File: src/tbe_pkg.sv
package tbe_pkg;

  // field widths
  localparam int SECONDS_W = 44;
  localparam int NANOS_W   = 30;
  localparam int HTYPE_W   = 3;
  localparam int LEN_W     = 3;
  localparam int FRAC_W    = 13;

  // configuration port
  localparam int APB_ADDR_W = 3;
  localparam int APB_DATA_W = 32;
  localparam logic REG_HEADER_TYPE = 1'b0;
  localparam logic [HTYPE_W-1:0] HEADER_TYPE_RESET = 3'd5;

  // arithmetic constants
  localparam logic [29:0] NS_PER_SEC = 30'd1000000000;
  // ceil(2^32 / 5), exact quotient for any dividend below 2^30
  localparam logic [29:0] RECIP_5    = 30'd858993460;
  localparam logic [30:0] FRAC_BIAS  = 31'd195312;
  localparam logic [18:0] FRAC_DIV   = 19'd390625;
  // floor(2^44 / 390625), estimate low by at most one
  localparam logic [25:0] RECIP_DIV  = 26'd45035996;
  localparam logic [FRAC_W-1:0] FRAC_FULL = 13'd4096;
  localparam logic [LEN_W-1:0]  MAX_PAYLOAD = 3'd7;

  typedef struct packed {
    logic [SECONDS_W-1:0] seconds;
    logic [NANOS_W-1:0]   nanoseconds;
  } in_word_t;

  typedef struct packed {
    logic [7:0] out_byte;
    logic       last;
  } out_word_t;

  // controller to datapath
  typedef struct packed {
    logic load_in;
    logic reduce;
    logic mul5;
    logic bias;
    logic mulr;
    logic est;
    logic corr;
    logic tail;
    logic emit_head;
    logic emit_body;
    logic last_byte;
  } dp_cmd_t;

  // datapath to controller
  typedef struct packed {
    logic [LEN_W-1:0] len;
  } dp_status_t;

endpackage

File: src/timestamp_blob_encoder.sv
// channel | signals                          | word
// --------+----------------------------------+--------------------------------
// in      | in_valid, in_stall, in_data      | seconds (44b), nanoseconds (30b)
// out     | out_valid, out_stall, out_data   | out_byte (8b), last (1b)
// apb     | psel, penable, pwrite, paddr ... | header_type at byte address 0
//
// one item passes through the block in order (L = payload length, 2 to 7): an
// accept, seven steps through the shared arithmetic datapath, then the header
// and L payload words at one a cycle while the output is not stalled
// a stall on the output holds the emit sequence; the input is stalled from the
// accept until the last word has been loaded into the output register
// synchronous active-high reset returns the sequencer to idle and header_type to 5
module timestamp_blob_encoder
  import tbe_pkg::*;
(
  input  logic                  clk,
  input  logic                  rst,
  // input channel
  input  logic                  in_valid,
  output logic                  in_stall,
  input  in_word_t              in_data,
  // output channel
  output logic                  out_valid,
  input  logic                  out_stall,
  output out_word_t             out_data,
  // configuration port
  input  logic                  psel,
  input  logic                  penable,
  input  logic                  pwrite,
  input  logic [APB_ADDR_W-1:0] paddr,
  input  logic [APB_DATA_W-1:0] pwdata,
  output logic [APB_DATA_W-1:0] prdata,
  output logic                  pready
);

  logic [HTYPE_W-1:0] header_type;
  logic               wr_en;
  dp_cmd_t            cmd;
  dp_status_t         status;

  // register file: a single word-aligned register, paddr[2] picks the index
  assign pready = 1'b1;
  assign wr_en  = psel && penable && pwrite && pready;

  always_ff @(posedge clk) begin
    if (rst) begin
      header_type <= HEADER_TYPE_RESET;
    end else if (wr_en && paddr[2] == REG_HEADER_TYPE) begin
      header_type <= pwdata[HTYPE_W-1:0];
    end
  end

  // reads of anything beyond the list return zero
  assign prdata = (paddr[2] == REG_HEADER_TYPE) ?
                  {{(APB_DATA_W-HTYPE_W){1'b0}}, header_type} : '0;

  // sequencer: steps the arithmetic, then emits header and payload words
  tbe_ctrl u_ctrl (
    .clk       (clk),
    .rst       (rst),
    .in_valid  (in_valid),
    .in_stall  (in_stall),
    .out_valid (out_valid),
    .out_stall (out_stall),
    .status    (status),
    .cmd       (cmd)
  );

  // datapath: fraction by reciprocal multiplies, tail assembly, byte shifter
  tbe_datapath u_datapath (
    .clk         (clk),
    .rst         (rst),
    .cmd         (cmd),
    .in_data     (in_data),
    .header_type (header_type),
    .status      (status),
    .out_data    (out_data)
  );

endmodule

File: src/tbe_datapath.sv
module tbe_datapath
  import tbe_pkg::*;
(
  input  logic               clk,
  input  logic               rst,
  input  dp_cmd_t            cmd,
  input  in_word_t           in_data,
  input  logic [HTYPE_W-1:0] header_type,
  output dp_status_t         status,
  output out_word_t          out_data
);

  logic [SECONDS_W-1:0] secs;
  logic [NANOS_W-1:0]   nsr;
  logic [LEN_W-1:0]     len;
  logic [27:0]          q5;
  logic [30:0]          x;
  logic [FRAC_W-1:0]    est;
  logic [30:0]          qd;
  logic [FRAC_W-1:0]    frac;
  logic [55:0]          shreg;

  logic [LEN_W-1:0]     len_next;
  logic [39:0]          high_in;
  logic [59:0]          prod5;
  logic [56:0]          prodr;
  logic [31:0]          prodd;
  logic [30:0]          resid;
  logic [15:0]          tail;
  logic [55:0]          blob;
  logic [5:0]           sh;

  // payload length: two plus the bytes needed by seconds >> 4
  assign high_in = in_data.seconds[SECONDS_W-1:4];
  always_comb begin
    if (high_in[39:32] != '0) begin
      len_next = 3'd7;
    end else if (high_in[31:24] != '0) begin
      len_next = 3'd6;
    end else if (high_in[23:16] != '0) begin
      len_next = 3'd5;
    end else if (high_in[15:8] != '0) begin
      len_next = 3'd4;
    end else if (high_in[7:0] != '0) begin
      len_next = 3'd3;
    end else begin
      len_next = 3'd2;
    end
  end

  assign prod5 = 60'(nsr) * 60'(RECIP_5);
  assign prodr = 57'(x) * 57'(RECIP_DIV);
  assign prodd = 32'(est) * 32'(FRAC_DIV);
  assign resid = x - qd;
  assign tail  = {secs[3:0], 12'd0} + 16'(frac);
  assign blob  = {secs[SECONDS_W-1:4], tail};
  assign sh    = {MAX_PAYLOAD - len, 3'b000};

  always_ff @(posedge clk) begin
    if (cmd.load_in) begin
      secs <= in_data.seconds;
      nsr  <= in_data.nanoseconds;
      len  <= len_next;
    end
    if (cmd.reduce && nsr >= NS_PER_SEC) begin
      nsr <= nsr - NS_PER_SEC;
    end
    if (cmd.mul5) begin
      q5 <= prod5[59:32];
    end
    if (cmd.bias) begin
      x <= {q5, 3'b000} + FRAC_BIAS;
    end
    if (cmd.mulr) begin
      est <= prodr[56:44];
    end
    if (cmd.est) begin
      qd <= prodd[30:0];
    end
    if (cmd.corr) begin
      frac <= (resid >= 31'(FRAC_DIV)) ? est + 13'd1 : est;
    end
    if (cmd.tail) begin
      shreg <= blob << sh;
    end
    if (cmd.emit_head) begin
      // bit 7 set, bit 6 clear, length in bits 5:3, type in bits 2:0
      out_data <= '{out_byte: {1'b1, 1'b0, len, header_type}, last: 1'b0};
    end
    if (cmd.emit_body) begin
      out_data <= '{out_byte: shreg[55:48], last: cmd.last_byte};
      shreg    <= {shreg[47:0], 8'd0};
    end
  end

  assign status.len = len;

  a_len_range: assert property (@(posedge clk) disable iff (rst)
    cmd.load_in |=> (len >= 3'd2))
    else $error("payload length below two");

  a_ns_reduced: assert property (@(posedge clk) disable iff (rst)
    cmd.reduce |=> (nsr < NS_PER_SEC))
    else $error("nanoseconds not reduced below one second");

  a_est_low: assert property (@(posedge clk) disable iff (rst)
    cmd.corr |-> (x >= qd))
    else $error("quotient estimate too high");

  a_frac_max: assert property (@(posedge clk) disable iff (rst)
    cmd.corr |=> (frac <= FRAC_FULL))
    else $error("fraction above a full second");

endmodule

File: src/tbe_ctrl.sv
module tbe_ctrl
  import tbe_pkg::*;
(
  input  logic       clk,
  input  logic       rst,
  input  logic       in_valid,
  output logic       in_stall,
  output logic       out_valid,
  input  logic       out_stall,
  input  dp_status_t status,
  output dp_cmd_t    cmd
);

  typedef enum logic [3:0] {
    S_IDLE,
    S_MOD,
    S_MUL5,
    S_BIAS,
    S_MULR,
    S_EST,
    S_CORR,
    S_TAIL,
    S_HEAD,
    S_BODY
  } state_t;

  state_t           state;
  logic [LEN_W-1:0] cnt;
  logic             space;

  assign space    = !out_valid || !out_stall;
  assign in_stall = (state != S_IDLE);

  always_comb begin
    cmd           = '0;
    cmd.load_in   = (state == S_IDLE) && in_valid;
    cmd.reduce    = (state == S_MOD);
    cmd.mul5      = (state == S_MUL5);
    cmd.bias      = (state == S_BIAS);
    cmd.mulr      = (state == S_MULR);
    cmd.est       = (state == S_EST);
    cmd.corr      = (state == S_CORR);
    cmd.tail      = (state == S_TAIL);
    cmd.emit_head = (state == S_HEAD) && space;
    cmd.emit_body = (state == S_BODY) && space;
    cmd.last_byte = (cnt == 3'd1);
  end

  always_ff @(posedge clk) begin
    if (rst) begin
      state     <= S_IDLE;
      out_valid <= 1'b0;
      cnt       <= '0;
    end else begin
      if (cmd.emit_head || cmd.emit_body) begin
        out_valid <= 1'b1;
      end else if (!out_stall) begin
        out_valid <= 1'b0;
      end
      unique case (state)
        S_IDLE: begin
          if (in_valid) begin
            state <= S_MOD;
          end
        end
        S_MOD:  state <= S_MUL5;
        S_MUL5: state <= S_BIAS;
        S_BIAS: state <= S_MULR;
        S_MULR: state <= S_EST;
        S_EST:  state <= S_CORR;
        S_CORR: state <= S_TAIL;
        S_TAIL: state <= S_HEAD;
        S_HEAD: begin
          if (space) begin
            cnt   <= status.len;
            state <= S_BODY;
          end
        end
        S_BODY: begin
          if (space) begin
            cnt <= cnt - 3'd1;
            if (cnt == 3'd1) begin
              state <= S_IDLE;
            end
          end
        end
        default: state <= S_IDLE;
      endcase
    end
  end

  a_cnt_live: assert property (@(posedge clk) disable iff (rst)
    (state == S_BODY) |-> (cnt != '0))
    else $error("body state with no bytes left");

  a_head_shown: assert property (@(posedge clk) disable iff (rst)
    cmd.emit_head |=> (out_valid && state == S_BODY))
    else $error("header word not presented");

  a_last_done: assert property (@(posedge clk) disable iff (rst)
    (cmd.emit_body && cmd.last_byte) |=> (state == S_IDLE && out_valid))
    else $error("blob did not close on its last word");

endmodule
File: config.mk
export PLATFORM = sky130hd
export DESIGN_NAME = timestamp_blob_encoder
export DESIGN_NICKNAME = d
export VERILOG_FILES = /design/src/tbe_pkg.sv /design/src/timestamp_blob_encoder.sv /design/src/tbe_datapath.sv /design/src/tbe_ctrl.sv
export SDC_FILE = /design/constraint.sdc
export NUM_CORES = 2
export LEC_CHECK = 0
export BUFFER_PORTS_ARGS = -buffer_cell sky130_fd_sc_hd__buf_2
export CORE_ASPECT_RATIO = 0.75
export CORE_MARGIN = 2
export CORE_UTILIZATION = 33
export DETAILED_ROUTE_END_ITERATION = 6
export GPL_ROUTABILITY_DRIVEN = 0
export PLACE_DENSITY = 0.47
export RECOVER_POWER = 50
export SLEW_MARGIN = 20
export SYNTH_ARGS = -nofsm -noshare
export SYNTH_HDL_FRONTEND = slang
export SYNTH_HIERARCHICAL = 1
export SYNTH_SLANG_ARGS = --single-unit
File: constraint.sdc
create_clock -name clk -period 16.3 [get_ports clk]
set_input_delay 0 -clock clk [delete_from_list [all_inputs] [get_ports clk]]
set_output_delay 0 -clock clk [all_outputs]
set_load 0.02 [all_outputs]
==> summary.json <==
{
  "grt": {
    "global_route.usage.total_pct": 17.3,
    "grt_start_max_net_pins": 78,
    "globalRoute.totalOverflow": 0,
    "grt_pass1_wl_mm": 178,
    "vias_in_the_first_global_route": 29700,
    "antenna_violations_before_repair": 8
  },
  "placement": {
    "place.port_buffers": 98,
    "numPlacedInstances": 5990,
    "dpl_hpwl_mm": 95.3,
    "placed_inst_area_um2": 46000
  },
  "timing": {
    "post_route_skew_ns": 0.0348,
    "timing.max_slew.rel_slack_pct": -84.0,
    "rsz0062_at_grt": "no",
    "timing.final.hold_violations": 0,
    "holdWs_ns": 0.109,
    "count_of_endpoints_failing_setup_in_the_final_report": 0,
    "worst_slew_pin_slew_ns": 2.76,
    "finalCritPeriodShare_pct": 51.7,
    "period_minus_slack_ns": 8.43,
    "finalSetupTns_ns": 0,
    "fmax_mhz": 119,
    "final-max-slew-violation-count": 214
  },
  "layout": {
    "layout.cells.most_common": "sky130_fd_sc_hd__inv_1",
    "stdcell_area_um2": 47700,
    "layout.cells.most_common_list": "sky130_fd_sc_hd__inv_1, sky130_fd_sc_hd__ha_1, sky130_fd_sc_hd__fa_1",
    "layout.cells.non_filler": 6133,
    "synthToLayoutAreaGrowth_pct": 9.95,
    "diodes": 0,
    "drive_above_1_share_pct": 4.52,
    "final_net_count": 5877
  },
  "floorplan": {
    "num_io_pins": 160,
    "floorplan.initialDensity_pct": 33.1,
    "die_w_um": 423,
    "core_region_area_um2": 131000,
    "std_cell_rows": 115,
    "dieArea_um2": 134000,
    "die_h_um": 318
  },
  "routing": {
    "postRouteWirelength_mm": 114,
    "via_per_inst": 4.60,
    "detail_route.iter0.violations": 1781,
    "routed-wl-met3_mm": 7.48,
    "highest_layer": "met5",
    "drt_pre_antenna_iters": 5,
    "met1_wire_length_mm": 58.6,
    "drtAntennaViolNets": 0,
    "num_vias": 28200,
    "drt_drc_violations_left": 0,
    "met2_wirelength_mm": 46.4,
    "avgRoutedWirePerCell_um": 18.6
  },
  "yosys": {
    "syn-mean-instance-area_um2": 10.4,
    "postSynthRegisterBits": 266,
    "syn-cell-area_um2": 43400,
    "number_of_distinct_library_cells_after_synthesis": 96,
    "postSynthCellCount": 4157,
    "yosys_warnings": 6,
    "number_of_enable_type_register_cells_in_the_synthesized_netlist": 247,
    "postSynth.topFlopCell": "sky130_fd_sc_hd__edfxtp_1",
    "yosysSeqAreaShare_pct": 18.0,
    "synthArstFlopShare_pct": 0
  },
  "flow_run": {
    "drv.max_cap_violation_count": 6
  },
  "setup_path": {
    "critical_path_cell_count": 25,
    "end_kind": "flop",
    "arrival_time_at_the_worst_endpoint_ns": 8.81,
    "timing.setup.critical_path_class": "flop to flop",
    "worst-r2r-cell-count": 25,
    "slowest_delay_ns": 0.81,
    "timing.critical_path.max_delay_family": "adder cells",
    "worst-path-buf-inv": 6,
    "worst-endpoint-required_ns": 16.69,
    "timing.critical_path.slowest_stage_cell": "sky130_fd_sc_hd__edfxtp_1",
    "path_max_fanout": 8,
    "timing.critical_path.from_type": "flop"
  },
  "worst_hold_path": {
    "worst_hold_path_type": "input port to flop",
    "timing.hold.worst_path_depth": 2
  },
  "clock_tree": {
    "clock_insertion_delay_worst_skew_ns": 0.65,
    "cts.sink_count": 266,
    "cts_root_buffer": "sky130_fd_sc_hd__clkbuf_16",
    "cts_inserted_buffers": 30,
    "tritoncts_clock_tree": "built",
    "max-clock-path-buffers": 3,
    "cts-htree-levels": 1,
    "clk_pin_slew_worst_paths_ns": 0.07
  },
  "outcome": {
    "violations": "capacitance limit, slew limit",
    "status": "finished with violations"
  }
}
==> logic make-up (layout without fill, tap and decap cells) <==
logic type,Yosys count,count (layout),share of synthesized area [%]
AOI/OAI and AO/OA,447,447,6.96
xor gates and xnor gates,159,159,3.21
adders and majority gates,1406,1406,52.5
buffers and inverters,1291,1484,11.5
DFF,266,266,18.0
muxes,74,74,1.82
other,2,30,0.0173
and+or+nand+nor,512,512,5.99
==> cell type report <==
type	instances	area [µm²]
Multi-Input combinational cell	2628	30700
Clock inverter	20	173
Sequential cell	266	7800
Inverter	1218	4570
Fill cell	13200	83100
Timing Repair Buffer	211	1470
Clock buffer	35	769
Tap cell	1755	2200
==> cell usage after synthesis, types with 26 or more instances <==
| cell type | instances | area share (%) |
|---|---|---|
| sky130_fd_sc_hd__nand3_1 | 42 | 0.48 |
| sky130_fd_sc_hd__nor3_1 | 37 | 0.43 |
| sky130_fd_sc_hd__nor2b_1 | 34 | 0.49 |
| sky130_fd_sc_hd__xnor2_1 | 92 | 1.9 |
| sky130_fd_sc_hd__clkbuf_1 | 26 | 0.23 |
| sky130_fd_sc_hd__nor2_1 | 104 | 0.90 |
| sky130_fd_sc_hd__nand2b_1 | 34 | 0.49 |
| sky130_fd_sc_hd__a21o_1 | 47 | 0.81 |
| sky130_fd_sc_hd__mux2i_1 | 37 | 0.85 |
| sky130_fd_sc_hd__edfxtp_1 | 247 | 17 |
| sky130_fd_sc_hd__mux2_2 | 37 | 0.96 |
| sky130_fd_sc_hd__a21oi_1 | 110 | 1.3 |
| sky130_fd_sc_hd__nand2_1 | 148 | 1.3 |
| sky130_fd_sc_hd__buf_4 | 31 | 0.54 |
| sky130_fd_sc_hd__xor2_1 | 67 | 1.4 |
| sky130_fd_sc_hd__inv_1 | 1217 | 11 |
| sky130_fd_sc_hd__o21ai_0 | 101 | 1.2 |
| sky130_fd_sc_hd__ha_1 | 717 | 21 |
| sky130_fd_sc_hd__fa_1 | 689 | 32 |
==> stage by stage <==
stage | worst slack [ns] | utilization (%)
after floorplan | 9.54 | -
after global placement | 7.58 | 35.1
after detailed placement | 7.73 | 35.1
after CTS | 7.71 | 36.5
after global routing | 7.29 | 36.4
final | 7.87 | 36.4
==> sequential cells by signal, indices dropped and copies added, names as in the netlist, 4 cells and up <==
register and count:
u_datapath/shreg 56, u_datapath/secs 44, u_datapath/qd 31, u_ctrl/state 4, u_datapath/nsr 30, u_datapath/est 13, u_datapath/x 28, u_datapath/q5 28
u_datapath/frac 13, u_datapath/out_data 9
==> routing by layer <==
layer  vias to the layer above  track usage, %
li1                      13500               -
met1                     14000            27.1
met5                         -               0
met4                         4            2.06
met2                       565            24.4
met3                        85            3.89
==> worst register-to-register path, cell delays in order (launching register included) <==
cell,delay [ns]
sky130_fd_sc_hd__edfxtp_1,0.81
sky130_fd_sc_hd__ha_1,0.46
sky130_fd_sc_hd__inv_1,0.24
sky130_fd_sc_hd__fa_1,0.58
sky130_fd_sc_hd__inv_1,0.06
sky130_fd_sc_hd__fa_1,0.54
sky130_fd_sc_hd__inv_1,0.07
sky130_fd_sc_hd__fa_1,0.50
sky130_fd_sc_hd__fa_1,0.54
sky130_fd_sc_hd__inv_1,0.05
sky130_fd_sc_hd__fa_1,0.48
sky130_fd_sc_hd__inv_1,0.05
sky130_fd_sc_hd__fa_1,0.49
sky130_fd_sc_hd__inv_1,0.05
sky130_fd_sc_hd__ha_1,0.28
sky130_fd_sc_hd__a21oi_1,0.13
sky130_fd_sc_hd__o21ai_1,0.29
sky130_fd_sc_hd__a2111oi_0,0.44
sky130_fd_sc_hd__o21ai_0,0.28
sky130_fd_sc_hd__a21boi_1,0.45
sky130_fd_sc_hd__a211oi_1,0.18
sky130_fd_sc_hd__nor2_1,0.26
sky130_fd_sc_hd__o21ai_1,0.20
sky130_fd_sc_hd__a311o_1,0.41
sky130_fd_sc_hd__a31o_1,0.22
sky130_fd_sc_hd__xor2_1,0.14
==> repair_timing <==
item	CTS	global route
gates resized for setup	0	0
hold buffers	88	0
endpoints found under the hold margin	88	0
setup buffers	0	0
==> worst paths after layout <==
| path | endpoint | slack (ns) | from |
|---|---|---|---|
| max | u_datapath/q5[22] | 7.87 | u_datapath/nsr[11] |
| min | u_datapath/secs[33] | 0.11 | in_data[63] |
| max reg2reg | u_datapath/q5[22] | 7.87 | u_datapath/nsr[11] |
| min reg2reg | u_datapath/x[3] | 0.42 | u_datapath/q5[0] |
Power is left out: the tool's default activity adds up to more than one toggle a clock period on the data nets, which glitch-free logic cannot reach.
